<file path="config.mk">
export PLATFORM = sky130hd
export DESIGN_NAME = angle_speed_pressure_follower_core
export DESIGN_NICKNAME = d
export VERILOG_FILES = /design/src/design/asp_pkg.sv /design/src/design/angle_speed_pressure_follower_core.sv /design/src/design/asp_ctrl.sv /design/src/design/asp_dp.sv
export SDC_FILE = /design/constraint.sdc
export NUM_CORES = 1
export LEC_CHECK = 0
export ABC_AREA = 1
export BUFFER_PORTS_ARGS = -buffer_cell sky130_fd_sc_hd__buf_2
export CORE_MARGIN = 3
export CORE_UTILIZATION = 50
export CTS_CLUSTER_SIZE = 12
export DETAILED_ROUTE_END_ITERATION = 7
export PLACE_DENSITY = 0.67
export SYNTH_ARGS = -nofsm -noshare
export SYNTH_HDL_FRONTEND = slang
export SYNTH_SLANG_ARGS = --single-unit
</file>
<file path="constraint.sdc">
create_clock -name clk -period 7.7 [get_ports clk]
set_input_delay 0.385 -clock clk [delete_from_list [all_inputs] [get_ports clk]]
set_output_delay 0.385 -clock clk [all_outputs]
set_load 0.02 [all_outputs]
</file>
<file path="src/design/asp_pkg.sv">
`default_nettype none

package asp_pkg;

	// Field widths
	localparam int ANGLE_W    = 16;
	localparam int ELAPSED_W  = 16;
	localparam int PRESSURE_W = 16;
	localparam int SPEED_W    = 26;
	localparam int SCALE_W    = 20;
	localparam int WEIGHT_W   = 9;
	localparam int PRODUCT_W  = WEIGHT_W + PRESSURE_W;

	// Configuration port
	localparam int CFG_IDX_W  = 3;
	localparam int CFG_DATA_W = 20;

	localparam logic [CFG_IDX_W-1:0] CFG_ENABLE     = 3'd0;
	localparam logic [CFG_IDX_W-1:0] CFG_FULL_SCALE = 3'd1;
	localparam logic [CFG_IDX_W-1:0] CFG_DEADBAND   = 3'd2;
	localparam logic [CFG_IDX_W-1:0] CFG_ATTACK     = 3'd3;
	localparam logic [CFG_IDX_W-1:0] CFG_RELEASE    = 3'd4;

	// Register reset values
	localparam logic [SCALE_W-1:0]  FULL_SCALE_RST = 20'd5000;
	localparam logic [SCALE_W-1:0]  DEADBAND_RST   = 20'd100;
	localparam logic [WEIGHT_W-1:0] ATTACK_RST     = 9'd166;
	localparam logic [WEIGHT_W-1:0] RELEASE_RST    = 9'd230;

	// Arithmetic constants
	localparam logic [WEIGHT_W-1:0]   WEIGHT_ONE   = 9'd256;
	localparam logic [SPEED_W-1:0]    MS_PER_S     = 26'd1000;
	localparam logic [PRESSURE_W-1:0] PRESSURE_MAX = 16'hFFFF;

	// Serial divider step counts: speed quotient, then Q0.16 target quotient
	localparam int DIV1_STEPS = SPEED_W;
	localparam int DIV2_STEPS = PRESSURE_W;
	localparam int STEP_W     = $clog2(DIV1_STEPS);

	typedef struct packed {
		logic [ANGLE_W-1:0]   angle;
		logic [ELAPSED_W-1:0] elapsed_ms;
		logic                 restart;
	} sample_t;

	typedef struct packed {
		logic [PRESSURE_W-1:0] pressure;
		logic [SPEED_W-1:0]    speed;
		logic                  updated;
	} result_t;

	// Controller to datapath
	typedef struct packed {
		logic load;        // capture sample
		logic restart;     // record angle, zero pressure and speed
		logic record;      // record angle only
		logic start_div1;  // load |delta|*1000 / elapsed
		logic div_step;    // one restoring division step
		logic scale;       // deadband, store speed, record angle, load speed<<16 / full scale
		logic mix1;        // pick weight, weight * target
		logic mix2;        // blend with pressure
		logic out_load;    // load result register
		logic out_updated;
	} cmd_t;

	// Datapath to controller
	typedef struct packed {
		logic enabled;
		logic first;
		logic zero_elapsed;
	} sts_t;

endpackage

`default_nettype wire

</file>
<file path="src/design/angle_speed_pressure_follower_core.sv">
// Channel   Direction  Handshake                  Payload
// sample    in         sample_valid/sample_ready  sample_t {angle, elapsed_ms, restart}
// result    out        result_valid/result_ready  result_t {pressure, speed, updated}
// cfg       in         cfg_valid/cfg_ready        cfg_index, cfg_data
//
// A normal sample runs through one shared restoring divider, one bit per cycle,
// 26 steps for the speed and 16 for the target, plus the decode, scale, blend
// (mix1, mix2) and finish steps. Disabled, restart and zero-time samples go from
// decode straight to finish. A new sample is taken only in idle, after the last
// one leaves finish. A waiting result does not block the next sample; a second
// result waits in the finish step until the register frees. Reset is asynchronous
// and restores the register defaults; cfg_ready is always high.
`default_nettype none

module angle_speed_pressure_follower_core import asp_pkg::*; (
	input  wire  logic                  clk,
	input  wire  logic                  arst_n,
	input  wire  logic                  sample_valid,
	output logic                        sample_ready,
	input  wire  sample_t               sample,
	output logic                        result_valid,
	input  wire  logic                  result_ready,
	output result_t                     result,
	input  wire  logic                  cfg_valid,
	output logic                        cfg_ready,
	input  wire  logic [CFG_IDX_W-1:0]  cfg_index,
	input  wire  logic [CFG_DATA_W-1:0] cfg_data
);

	cmd_t cmd;
	sts_t sts;

	assign cfg_ready = 1'b1;

	asp_ctrl u_ctrl (
		.clk          (clk),
		.arst_n       (arst_n),
		.sample_valid (sample_valid),
		.sample_ready (sample_ready),
		.result_valid (result_valid),
		.result_ready (result_ready),
		.sts          (sts),
		.cmd          (cmd)
	);

	asp_dp u_dp (
		.clk       (clk),
		.arst_n    (arst_n),
		.sample    (sample),
		.cfg_we    (cfg_valid),
		.cfg_index (cfg_index),
		.cfg_data  (cfg_data),
		.cmd       (cmd),
		.sts       (sts),
		.result    (result)
	);

endmodule

`default_nettype wire

</file>
<file path="src/design/asp_ctrl.sv">
`default_nettype none

module asp_ctrl import asp_pkg::*; (
	input  wire  logic clk,
	input  wire  logic arst_n,
	input  wire  logic sample_valid,
	output logic       sample_ready,
	output logic       result_valid,
	input  wire  logic result_ready,
	input  wire  sts_t sts,
	output cmd_t       cmd
);

	localparam logic [2:0] ST_IDLE   = 3'd0;
	localparam logic [2:0] ST_DECODE = 3'd1;
	localparam logic [2:0] ST_DIV1   = 3'd2;
	localparam logic [2:0] ST_SCALE  = 3'd3;
	localparam logic [2:0] ST_DIV2   = 3'd4;
	localparam logic [2:0] ST_MIX1   = 3'd5;
	localparam logic [2:0] ST_MIX2   = 3'd6;
	localparam logic [2:0] ST_FINISH = 3'd7;

	localparam logic [STEP_W-1:0] DIV1_LAST = STEP_W'(DIV1_STEPS - 1);
	localparam logic [STEP_W-1:0] DIV2_LAST = STEP_W'(DIV2_STEPS - 1);

	logic [2:0]        state_q, state_d;
	logic [STEP_W-1:0] cnt_q, cnt_d;
	logic              upd_q, upd_d;
	logic              valid_q;
	logic              out_free;

	assign out_free     = !valid_q || result_ready;
	assign sample_ready = (state_q == ST_IDLE);
	assign result_valid = valid_q;

	// Next state and commands
	always_comb begin
		state_d         = state_q;
		cnt_d           = cnt_q;
		upd_d           = upd_q;
		cmd             = '0;
		cmd.out_updated = upd_q;
		case (state_q)
			ST_IDLE: begin
				cmd.load = sample_valid;
				if (sample_valid) begin
					state_d = ST_DECODE;
				end
			end
			ST_DECODE: begin
				if (!sts.enabled) begin
					upd_d   = 1'b0;
					state_d = ST_FINISH;
				end else if (sts.first) begin
					cmd.restart = 1'b1;
					upd_d       = 1'b1;
					state_d     = ST_FINISH;
				end else if (sts.zero_elapsed) begin
					cmd.record = 1'b1;
					upd_d      = 1'b0;
					state_d    = ST_FINISH;
				end else begin
					cmd.start_div1 = 1'b1;
					cnt_d          = DIV1_LAST;
					state_d        = ST_DIV1;
				end
			end
			ST_DIV1: begin
				cmd.div_step = 1'b1;
				cnt_d        = cnt_q - 1'b1;
				if (cnt_q == '0) begin
					state_d = ST_SCALE;
				end
			end
			ST_SCALE: begin
				cmd.scale = 1'b1;
				cnt_d     = DIV2_LAST;
				upd_d     = 1'b1;
				state_d   = ST_DIV2;
			end
			ST_DIV2: begin
				cmd.div_step = 1'b1;
				cnt_d        = cnt_q - 1'b1;
				if (cnt_q == '0) begin
					state_d = ST_MIX1;
				end
			end
			ST_MIX1: begin
				cmd.mix1 = 1'b1;
				state_d  = ST_MIX2;
			end
			ST_MIX2: begin
				cmd.mix2 = 1'b1;
				state_d  = ST_FINISH;
			end
			ST_FINISH: begin
				if (out_free) begin
					cmd.out_load = 1'b1;
					state_d      = ST_IDLE;
				end
			end
			default: begin
				state_d = ST_IDLE;
			end
		endcase
	end

	// State registers
	always_ff @(posedge clk or negedge arst_n) begin
		if (!arst_n) begin
			state_q <= ST_IDLE;
			cnt_q   <= '0;
			upd_q   <= 1'b0;
		end else begin
			state_q <= state_d;
			cnt_q   <= cnt_d;
			upd_q   <= upd_d;
		end
	end

	// Result valid: set on load, cleared when the transaction completes
	always_ff @(posedge clk or negedge arst_n) begin
		if (!arst_n) begin
			valid_q <= 1'b0;
		end else if (cmd.out_load) begin
			valid_q <= 1'b1;
		end else if (result_ready) begin
			valid_q <= 1'b0;
		end
	end

endmodule

`default_nettype wire

</file>
<file path="src/design/asp_dp.sv">
`default_nettype none

module asp_dp import asp_pkg::*; (
	input  wire  logic                  clk,
	input  wire  logic                  arst_n,
	input  wire  sample_t               sample,
	input  wire  logic                  cfg_we,
	input  wire  logic [CFG_IDX_W-1:0]  cfg_index,
	input  wire  logic [CFG_DATA_W-1:0] cfg_data,
	input  wire  cmd_t                  cmd,
	output sts_t                        sts,
	output result_t                     result
);

	// Configuration
	logic                enabled_q;
	logic [SCALE_W-1:0]  full_scale_q;
	logic [SCALE_W-1:0]  deadband_q;
	logic [WEIGHT_W-1:0] attack_q;
	logic [WEIGHT_W-1:0] release_q;

	// Follower state
	sample_t               sample_q;
	logic [ANGLE_W-1:0]    prev_angle_q;
	logic                  have_prev_q;
	logic [PRESSURE_W-1:0] pressure_q;
	logic [SPEED_W-1:0]    speed_q;

	// Shared divider
	logic [SCALE_W-1:0] rem_q;
	logic [SPEED_W-1:0] num_q;
	logic [SPEED_W-1:0] quot_q;
	logic [SCALE_W-1:0] divisor_q;
	logic               sat_q;

	// Blend
	logic [PRODUCT_W-1:0] prod_q;
	logic [WEIGHT_W-1:0]  wc_q;
	result_t              result_q;

	logic [ANGLE_W-1:0]    delta;
	logic [SPEED_W-1:0]    scaled_delta;
	logic [SCALE_W:0]      trial;
	logic                  trial_ge;
	logic [SCALE_W-1:0]    rem_next;
	logic [SPEED_W-1:0]    speed_db;
	logic [SCALE_W-1:0]    fs_eff;
	logic [PRESSURE_W-1:0] target;
	logic [WEIGHT_W-1:0]   w_raw;
	logic [WEIGHT_W-1:0]   w_sat;
	logic [SPEED_W-1:0]    blend_sum;

	assign sts.enabled      = enabled_q;
	assign sts.first        = sample_q.restart || !have_prev_q;
	assign sts.zero_elapsed = (sample_q.elapsed_ms == '0);
	assign result           = result_q;

	// Angle difference scaled to per-second
	assign delta = (sample_q.angle >= prev_angle_q) ? (sample_q.angle - prev_angle_q)
	                                                : (prev_angle_q - sample_q.angle);
	assign scaled_delta = SPEED_W'(delta) * MS_PER_S;

	// Restoring division step
	assign trial    = {rem_q, num_q[SPEED_W-1]};
	assign trial_ge = (trial >= {1'b0, divisor_q});
	assign rem_next = trial_ge ? SCALE_W'(trial - {1'b0, divisor_q}) : trial[SCALE_W-1:0];

	// Deadband and full-scale guard
	assign speed_db = (quot_q < SPEED_W'(deadband_q)) ? '0 : quot_q;
	assign fs_eff   = (full_scale_q == '0) ? SCALE_W'(1) : full_scale_q;

	// Target and weight selection
	assign target = sat_q ? PRESSURE_MAX : quot_q[PRESSURE_W-1:0];
	assign w_raw  = (target >= pressure_q) ? attack_q : release_q;
	assign w_sat  = (w_raw > WEIGHT_ONE) ? WEIGHT_ONE : w_raw;

	// Rounded blend; the second product lands here after the first was registered
	assign blend_sum = SPEED_W'(prod_q) + SPEED_W'(wc_q * pressure_q) + SPEED_W'(128);

	// Configuration writes
	always_ff @(posedge clk or negedge arst_n) begin
		if (!arst_n) begin
			enabled_q    <= 1'b0;
			full_scale_q <= FULL_SCALE_RST;
			deadband_q   <= DEADBAND_RST;
			attack_q     <= ATTACK_RST;
			release_q    <= RELEASE_RST;
		end else if (cfg_we) begin
			case (cfg_index)
				CFG_ENABLE:     enabled_q    <= cfg_data[0];
				CFG_FULL_SCALE: full_scale_q <= cfg_data[SCALE_W-1:0];
				CFG_DEADBAND:   deadband_q   <= cfg_data[SCALE_W-1:0];
				CFG_ATTACK:     attack_q     <= cfg_data[WEIGHT_W-1:0];
				CFG_RELEASE:    release_q    <= cfg_data[WEIGHT_W-1:0];
				default: begin
				end
			endcase
		end
	end

	// Follower state
	always_ff @(posedge clk or negedge arst_n) begin
		if (!arst_n) begin
			prev_angle_q <= '0;
			have_prev_q  <= 1'b0;
			pressure_q   <= '0;
			speed_q      <= '0;
		end else begin
			if (cmd.restart) begin
				prev_angle_q <= sample_q.angle;
				have_prev_q  <= 1'b1;
				pressure_q   <= '0;
				speed_q      <= '0;
			end
			if (cmd.record) begin
				prev_angle_q <= sample_q.angle;
			end
			if (cmd.scale) begin
				prev_angle_q <= sample_q.angle;
				speed_q      <= speed_db;
			end
			if (cmd.mix2) begin
				pressure_q <= (blend_sum[SPEED_W-1:PRESSURE_W+8] != '0) ? PRESSURE_MAX
				              : blend_sum[PRESSURE_W+7:8];
			end
		end
	end

	// Payload registers
	always_ff @(posedge clk) begin
		if (cmd.load) begin
			sample_q <= sample;
		end
		if (cmd.start_div1) begin
			rem_q     <= '0;
			num_q     <= scaled_delta;
			quot_q    <= '0;
			divisor_q <= SCALE_W'(sample_q.elapsed_ms);
		end else if (cmd.scale) begin
			// remainder starts at speed, sixteen zero bits shift in
			rem_q     <= speed_db[SCALE_W-1:0];
			num_q     <= '0;
			quot_q    <= '0;
			divisor_q <= fs_eff;
			sat_q     <= (speed_db >= SPEED_W'(fs_eff));
		end else if (cmd.div_step) begin
			rem_q  <= rem_next;
			num_q  <= {num_q[SPEED_W-2:0], 1'b0};
			quot_q <= {quot_q[SPEED_W-2:0], trial_ge};
		end
		if (cmd.mix1) begin
			prod_q <= w_sat * target;
			wc_q   <= WEIGHT_ONE - w_sat;
		end
		if (cmd.out_load) begin
			result_q.pressure <= pressure_q;
			result_q.speed    <= speed_q;
			result_q.updated  <= cmd.out_updated;
		end
	end

endmodule

`default_nettype wire

</file>
* Word-level counts from Yosys, hierarchy flattened
Cells that the tools add are included.
Storage, ports and cells: register bits after elaboration 328, bits in latches 0, bits in writable memories 0, bits in read-only memories 0, input port bits 61, output and inout port bits 46, memories kept 0
Operators by class: $add $sub $neg 7, multipliers 3, div/mod/pow operators 0, magnitude comparators 6, equality and inequality tests 19, shifts and indexed selects 0, multiplexer cells 53, bitwise gates (word level) 1, reductions and logical operators 30
Operators with widths (count):
- $mux 16 | 10
- $mux 26 | 6
- $mux 20 | 4
- $mul 9x16->25 | 2
- $ge 16x16->1 | 2
- $sub 16x16->16 | 2
- $mux 3 | 9
- $add 25x25->26 | 1
- $add 26x8->26 const B | 1
- $ge 26x20->1 | 1
- $lt 26x20->1 | 1
- $pmux 3 s8 | 1
- $mul 16x7->23 const B | 1
- $ge 21x20->1 | 1
- $logic_not 20->1 | 1
- $sub 20x20->20 | 1
- $mux 9 | 2
- $logic_not 16->1 | 1
- $eq 3x3->1 const B | 5
- $mux 1 | 15
- $mux 5 | 3
- $pmux 5 s3 | 1
- $reduce_and 2->1 | 7
- $reduce_bool 2->1 | 7
- 18 further kinds | 34

* Logic depth before layout (Yosys ltp)
Gate-level depths: netlist (run 1).
depth in word-level cells 8, depth in mapped cells 41, gate-level depth less buffers 38

* Cells and area by module
Synthesis (run 1) repeated with hierarchy kept, for this count alone.
Unflattened totals: cells, all modules 3448, area, all modules 29371.9 um^2
Modules (own cells, without submodules):
- asp_dp | times used 1, cells each 3322, area an instance 28509.8 um^2, sequential area each 8479.4 um^2
- asp_ctrl | times used 1, cells each 124, area an instance 850.8 um^2, sequential area each 250.2 um^2
- angle_speed_pressure_follower_core | times used 1, cells each 2, area an instance 11.3 um^2, sequential area each 0.0 um^2

* Worst setup path before layout (run 1)
No wires, ideal clock.
path type flip-flop to flip-flop, start point register u_dp.sat_q, end point register u_dp.prod_q[20], data pin, setup time 0.265 ns, data arrival time 6.543 ns, required time 7.435 ns, slack 0.892 ns, cell stages (with the launch flop) 41, cells stage by stage edfxtp_1 -> clkbuf_1 -> clkbuf_1 -> nor2_1 -> clkinv_1 -> ha_1 -> nand2_1 -> nor2_1 -> nor2_1 -> nand2_1 -> nand2_1 -> nand2_1 -> nand2_4 -> nand2_4 -> nand2_1 -> nand2_1 -> nand2_1 -> nor2_2 -> [5 not listed] -> nand2_1 -> fa_1 -> inv_1 -> fa_1 -> fa_1 -> inv_1 -> fa_1 -> inv_1 -> ha_1 -> nand2_1 -> nand2_1 -> o21ai_0 -> o211ai_1 -> a21oi_1 -> o21ai_0 -> a21boi_0 -> o21ai_0 -> xor2_1
Between the ends: word-level cells in the longest chain between the ends 6
RTL lines:
- start: declaration | RTL line asp_dp.sv:34 | logic sat_q;
- start signal: assignment | RTL line asp_dp.sv:145 | sat_q <= (speed_db >= SPEED_W'(fs_eff));
- $mux 16 (*) | RTL line asp_dp.sv:73 | assign target = sat_q ? PRESSURE_MAX : quot_q[PRESSURE_W-1:0];
- $ge 16x16->1 | RTL line asp_dp.sv:74 | assign w_raw = (target >= pressure_q) ? attack_q : release_q;
- $mux 9 | RTL line asp_dp.sv:74
- $gt 9x9->1 | RTL line asp_dp.sv:75 | assign w_sat = (w_raw > WEIGHT_ONE) ? WEIGHT_ONE : w_raw;
- $mux 9 | RTL line asp_dp.sv:75
- $mul 9x16->25 (*) | RTL line asp_dp.sv:152 | prod_q <= w_sat * target;
- end signal: assignment | RTL line asp_dp.sv:152
- end: declaration | RTL line asp_dp.sv:37 | logic [PRODUCT_W-1:0] prod_q;
Mark *: on every way between the ends. The rest lies on a longest branch, timed or not. A chain may end at the register's enable or synchronous reset.

* Worst setup path after layout (run 1)
start point register u_dp.sat_q, end point register u_dp.prod_q[24], data pin
Same word-level chain as after synthesis.

==> out/metrics.cfg, run 1 <==
[cells_and_area]
drive_gt1_frac = 0.09160
layout_common_cells = 774 x nand2_1, 647 x inv_1, 278 x fa_1
final_common_cell = nand2_1
fin_cells = 4324
area_delta_synth_final_pct = 10.74
n_antenna_cell = 0
nNetsFinal = 4140

[logic_synthesis]
synth_area_um2 = 29310
synth_edf_count = 150
yosysSeqAreaShare = 0.2978
yosysTopAreaCell = fa_1
synthDominantCellAreaShare = 0.1899
async_flop_share = 0.3902
ys_seq_elements = 328
synthesis.nets = 4011
synthTopCellsByArea = fa_1 19%, edfxtp_1 15%, ha_1 12%, nand2_1 9.9%, dfrtp_1 9.5%
yosys_warnings = 0
avgSynthCellArea_um2 = 8.627
synthFlopType = edfxtp_1
synthDistinctLibCells = 69
synth_cells = 3398

[min_path]
min_from = sample[3]
min_to = u_dp.sample_q[3]$_DFFE_PP_
hold_class = primary input to register
hold_depth = 1

[cts]
clk_latency_ns = 0.58
cts_sinks = 328
clkTransAtPathRegs_ns = 0.06
cts_max_path_buffers = 3
cts_tree = yes
numCtsBuffers = 40
clk_root_buffer_cell = clkbuf_16
cts-htree-levels = 2

[routing]
drc_errors = 0
wire_per_inst_um = 17.50
postRouteAntennaNets = 0
vias = 22730
via_per_inst = 5.256
drt_wl_total_mm = 75.65
first_iter_violations = 1550
dr.pass1.iters = 5

[sta]
hold_ws_ns = 0.04393
setup_viol = 0
fin_crit_ns = 7.279
fmax_mhz = 137.4
slew_headroom = 0.2722
slew_viol_final = 0
post-route-period-util = 0.9453
setup_ws_ns = 0.4208
finalClockSkew_ns = 0.02679
timing.final.hold_violations = 0
worst_pin_slew_ns = 1.089

[global_route]
grt_pass1_wl_mm = 122.3
antenna_found_initial = 0
grt_pass1_vias = 22740
grtUsageTotal = 0.2526
grt_remaining_overflow = 0
grt_max_degree = 74

[placement]
place_ws_ns = 0.2869
finalWeightedCongestion = 0.9548
dp.cells = 4214
io_buffers = 105
dpl.hpwl_mm = 58.65

[critical_path]
rr_endpoint = u_dp.prod_q[24]$_DFFE_PP_
criticalPathCategory = register to register
reg2reg_depth = 35
max_stage_delay_ns = 0.55
timing.rr.start = u_dp.sat_q$_DFFE_PP_
crit_slowest_cell = fa_1
cp_common_cell = nand2_1
setup.worst_path.start_class = register
endpoint_kind = register
crit_arrival_ns = 7.60
r2r_slack_ns = 0.42
critPathRequiredTime_ns = 8.02
crit_start = u_dp.sat_q$_DFFE_PP_
cp_max_fo = 14

[run_status]
status = completed

[die]
die_y_um = 248.1
rows = 88
design.core.area_um2 = 57810
die_x_um = 248.1
dieArea_um2 = 61570
top_level_ports = 107
initial_core_util = 0.5071

[run]
cap_viol_max_count = 0

[routing by layer]
metal / up-vias / share of wire / GRT usage / routed length (um)
li1: 11020 / - / - / -
met5: - / 0 / 0 / 0
met3: 142 / 0.052 / 0.03197 / 3938
met1: 10970 / 0.44 / 0.3469 / 33340
met2: 593 / 0.46 / 0.4091 / 35070
met4: 0 / 0.044 / 0.1000 / 3302
[layout make-up]
cell class | instances | area [um2]
multi-input cells | 2304 | 17640
clock inverters | 18 | 241.5
clock buffers | 56 | 1144
well taps | 765 | 957.2
repair buffers | 188 | 1237
fillers | 5340 | 25350
flip-flops and latches | 328 | 8730
inverters | 665 | 2509
[synth_stat cells, types with 13 or more instances]
master      n
fa_1      278
nor3_1     15
nand3_1    51
a21oi_1   185
o211ai_1   15
dfstp_2    17
dfrtp_1   111
inv_1     647
nor4_1     16
clkbuf_1   64
edfxtp_1  150
o21ai_0   189
a22o_1     20
nand4_1    20
buf_2      21
o21ai_1    18
o21a_1     13
nand2_1   774
dfxtp_1    50
a31oi_1    26
inv_2      13
xnor2_1    28
nor2_1    190
ha_1      274
xor2_1     57
nor2_2     15
[sequential cells by signal, summed over array words and instances (netlist names), 16 cells and up]
register	flops
u_dp.full_scale_q	20
u_dp.quot_q	26
u_dp.prod_q	25
u_dp.num_q	23
u_dp.divisor_q	20
u_dp.prev_angle_q	16
u_dp.rem_q	20
u_dp.pressure_q	16
u_dp.deadband_q	20
u_dp.result	43
u_dp.sample_q	33
u_dp.speed_q	26
[worst max-delay path: cells and delay by family, from the launching register on]
family,cells,cell delay [ns]
adders and majority gates,6,2.73
and+or+nand+nor,20,2.70
buffers and inverters,6,0.74
DFF,1,0.43
AOI/OAI and AO/OA,2,0.26
xor gates and xnor gates,1,0.13
[metrics by stage]
stage	utilization	setup TNS (ns)	instance area [um2]
after floorplan	-	0	29310
after global placement	0.5310	0	30700
after detailed placement	0.5310	0	30700
after CTS	0.5607	0	32410
after global routing	0.5615	-0.001819	32460
final	0.5615	0	32460
[kinds of logic after synthesis]
kind of cell             after synthesis  synth area share
AO/OA/AOI/OAI                        539            0.1073
XOR/XNOR                              86           0.02595
adder cells (fa/ha/maj)              552            0.3068
buffers and inverters                766            0.1018
flip-flops                           328            0.2978
multiplexers                           3          0.001024
other                                  1         0.0001279
AND/OR/NAND/NOR                     1123            0.1591
[worst max path at each step]
stage / to / slack, ns
floorplan: u_dp.prod_q[20]$_DFFE_PP_ / 0.89
global placement: u_dp.prod_q[20]$_DFFE_PP_ / 0.44
detailed placement: u_dp.prod_q[20]$_DFFE_PP_ / 0.29
CTS: u_dp.prod_q[20]$_DFFE_PP_ / 0.26
global route: u_dp.prod_q[21]$_DFFE_PP_ / -0.002
finish: u_dp.prod_q[24]$_DFFE_PP_ / 0.42
[timing repair]
action | 4_1_cts | 5_1_grt
setup endpoints to repair | 0 | 7
hold endpoints to repair | 87 | 0
resized for setup | 0 | 7
hold buffers | 33 | 0
buffers inserted | 0 | 3
Power of run 1 is left out: the tool's default activity adds up to more than one toggle a clock period on the data nets, which glitch-free logic cannot reach.
==> inputs of run 2 (changes only) <==
- GPL_TIMING_DRIVEN: default -> 0
==> out/metrics.cfg, run 2 (synthesized netlist as in run 1, its figures left out) <==
[placement]
io_buffers = 105  ; unchanged
dpl.hpwl_mm = 61.60  ; +5.0%
place_ws_ns = -0.5948  ; -0.8818 ns
dp.cells = 4274  ; +1.4%
finalWeightedCongestion = 0.9304  ; -2.6%

[global_route]
grt_remaining_overflow = 0  ; unchanged
grt_pass1_vias = 23440  ; +3.1%
antenna_found_initial = 0  ; unchanged
grtUsageTotal = 0.2596  ; +0.007001
grt_pass1_wl_mm = 125.0  ; +2.2%
grt_max_degree = 89  ; +20%

[routing]
via_per_inst = 5.299  ; +0.82%
drc_errors = 0  ; unchanged
postRouteAntennaNets = 0  ; unchanged
wl_met2_mm = 36.29  ; +3.5%
drt_wl_total_mm = 78.07  ; +3.2%
vias = 23250  ; +2.3%
wire_per_inst_um = 17.79  ; +1.7%
wl_met3_mm = 4.689  ; +19%
dr.pass1.iters = 5  ; unchanged
first_iter_violations = 1581  ; +2.0%
top_layer = met4
m1WireLength_mm = 34.54  ; +3.6%

[sta]
post-route-period-util = 0.9609  ; +0.01559
slew_headroom = 0.3462  ; +0.07403
finalClockSkew_ns = 0.01889  ; -0.007901 ns
worst_pin_slew_ns = 0.9807  ; -0.1084 ns
tns_ns = 0  ; unchanged
fmax_mhz = 135.1  ; -1.6%
rsz0062_at_grt = yes
setup_ws_ns = 0.3008  ; -0.1201 ns
timing.final.hold_violations = 0  ; unchanged
fin_crit_ns = 7.399  ; +0.1201 ns
slew_viol_final = 0  ; unchanged
setup_viol = 0  ; unchanged

[cells_and_area]
layout_common_cells = 772 x nand2_1, 640 x inv_1, 278 x fa_1
final_common_cell = nand2_1
n_antenna_cell = 0  ; unchanged
drive_gt1_frac = 0.09992  ; +0.008318
nNetsFinal = 4204  ; +1.5%
largest_reg_flops = 43  ; unchanged
fin_cells = 4388  ; +1.5%
area_delta_synth_final_pct = 12.08
fin_util = 0.5683  ; +0.006796

[cts]
cts-htree-levels = 2  ; unchanged
cts_sinks = 328  ; unchanged
clkTransAtPathRegs_ns = 0.06  ; about the same
numCtsBuffers = 40  ; unchanged
cts_max_path_buffers = 3  ; unchanged
clk_latency_ns = 0.58  ; about the same
clk_root_buffer_cell = clkbuf_16
cts_tree = yes

[die]
die_y_um = 248.1  ; unchanged
dieArea_um2 = 61570  ; unchanged
initial_core_util = 0.5071  ; unchanged
die_x_um = 248.1  ; unchanged
rows = 88  ; unchanged
design.core.area_um2 = 57810  ; unchanged
top_level_ports = 107  ; unchanged

[critical_path]
crit_arrival_ns = 7.72  ; +0.12 ns
critPathRequiredTime_ns = 8.02  ; about the same
max_stage_delay_ns = 0.60  ; +0.05 ns
setup.worst_path.start_class = register
endpoint_kind = register
cp_max_fo = 10  ; -4
crit_slowest_cell = fa_1
criticalPathCategory = register to register

[run]
cap_viol_max_count = 0  ; unchanged

[run_status]
status = completed

[min_path]
hold_class = primary input to register

## run 2: cell type report
| type | instances | area (um2) |
|---|---|---|
| fillers | 5231 | 24950 |
| multi-input cells | 2305 | 17810 |
| flip-flops and latches | 328 | 8730 |
| inverters | 665 | 2511 |
| clock buffers | 55 | 1109 |
| repair buffers | 152 | 1042 |
| well taps | 765 | 957.2 |
| plain buffers | 99 | 484.2 |
| clock inverters | 19 | 211.5 |
## run 2: per-stage QoR
| step | hold WS (ns) | area [um2] |
|---|---|---|
| final | 0.05555 | 32850 |
| after global routing | 0.05347 | 32850 |
| after CTS | 0.03352 | 32640 |
| after detailed placement | 0.3597 | 30930 |
| after global placement | 0.4288 | 30800 |
| after floorplan | 0.08941 | 29310 |
## run 2: worst paths after layout
kind,startpoint,endpoint,slack [ns],cells after the start
hold reg to reg,u_dp.speed_q[16]$_DFFE_PN0P_,u_dp.result[17]$_DFFE_PP_,0.44,0
setup / recovery,u_dp.sat_q$_DFFE_PP_,u_dp.prod_q[20]$_DFFE_PP_,0.30,36
setup reg to reg,u_dp.sat_q$_DFFE_PP_,u_dp.prod_q[20]$_DFFE_PP_,0.30,36
min in group asynchronous,arst_n,u_ctrl.result_valid$_DFFE_PN0P_,0.33,2
max in group asynchronous,arst_n,u_dp.release_q[7]$_DFFE_PN1P_,6.50,3
hold / removal,cfg_data[12],u_dp.full_scale_q[12]$_DFFE_PN1P_,0.06,3
## run 2: worst max-delay path, delay by kind of cell, from the launching register on
kind                     cells  cell delay [ns]
adder cells (fa/ha/maj)      6             2.76
AND/OR/NAND/NOR             14             1.73
AO/OA/AOI/OAI                7             1.16
buffers and inverters        8             0.99
flip-flops                   1             0.36
XOR/XNOR                     1             0.15
## run 2: what timing repair did
action / 4_1_cts / 5_1_grt
hold buffers: 34 / 0
buffers inserted: 0 / 7
cloned: 0 / 1
endpoints found under the hold margin: 69 / 0
gates resized for setup: 22 / 41
endpoints found under the setup margin: 11 / 11
pin swaps: 1 / 5
## run 2: layer usage
metal / GRT usage / vias up
met5: 0 / -
met4: 0.08532 / 0
met3: 0.03778 / 139
met2: 0.4229 / 738
met1: 0.3584 / 11230
li1: - / 11150
Power of run 2 is left out for the same reason.
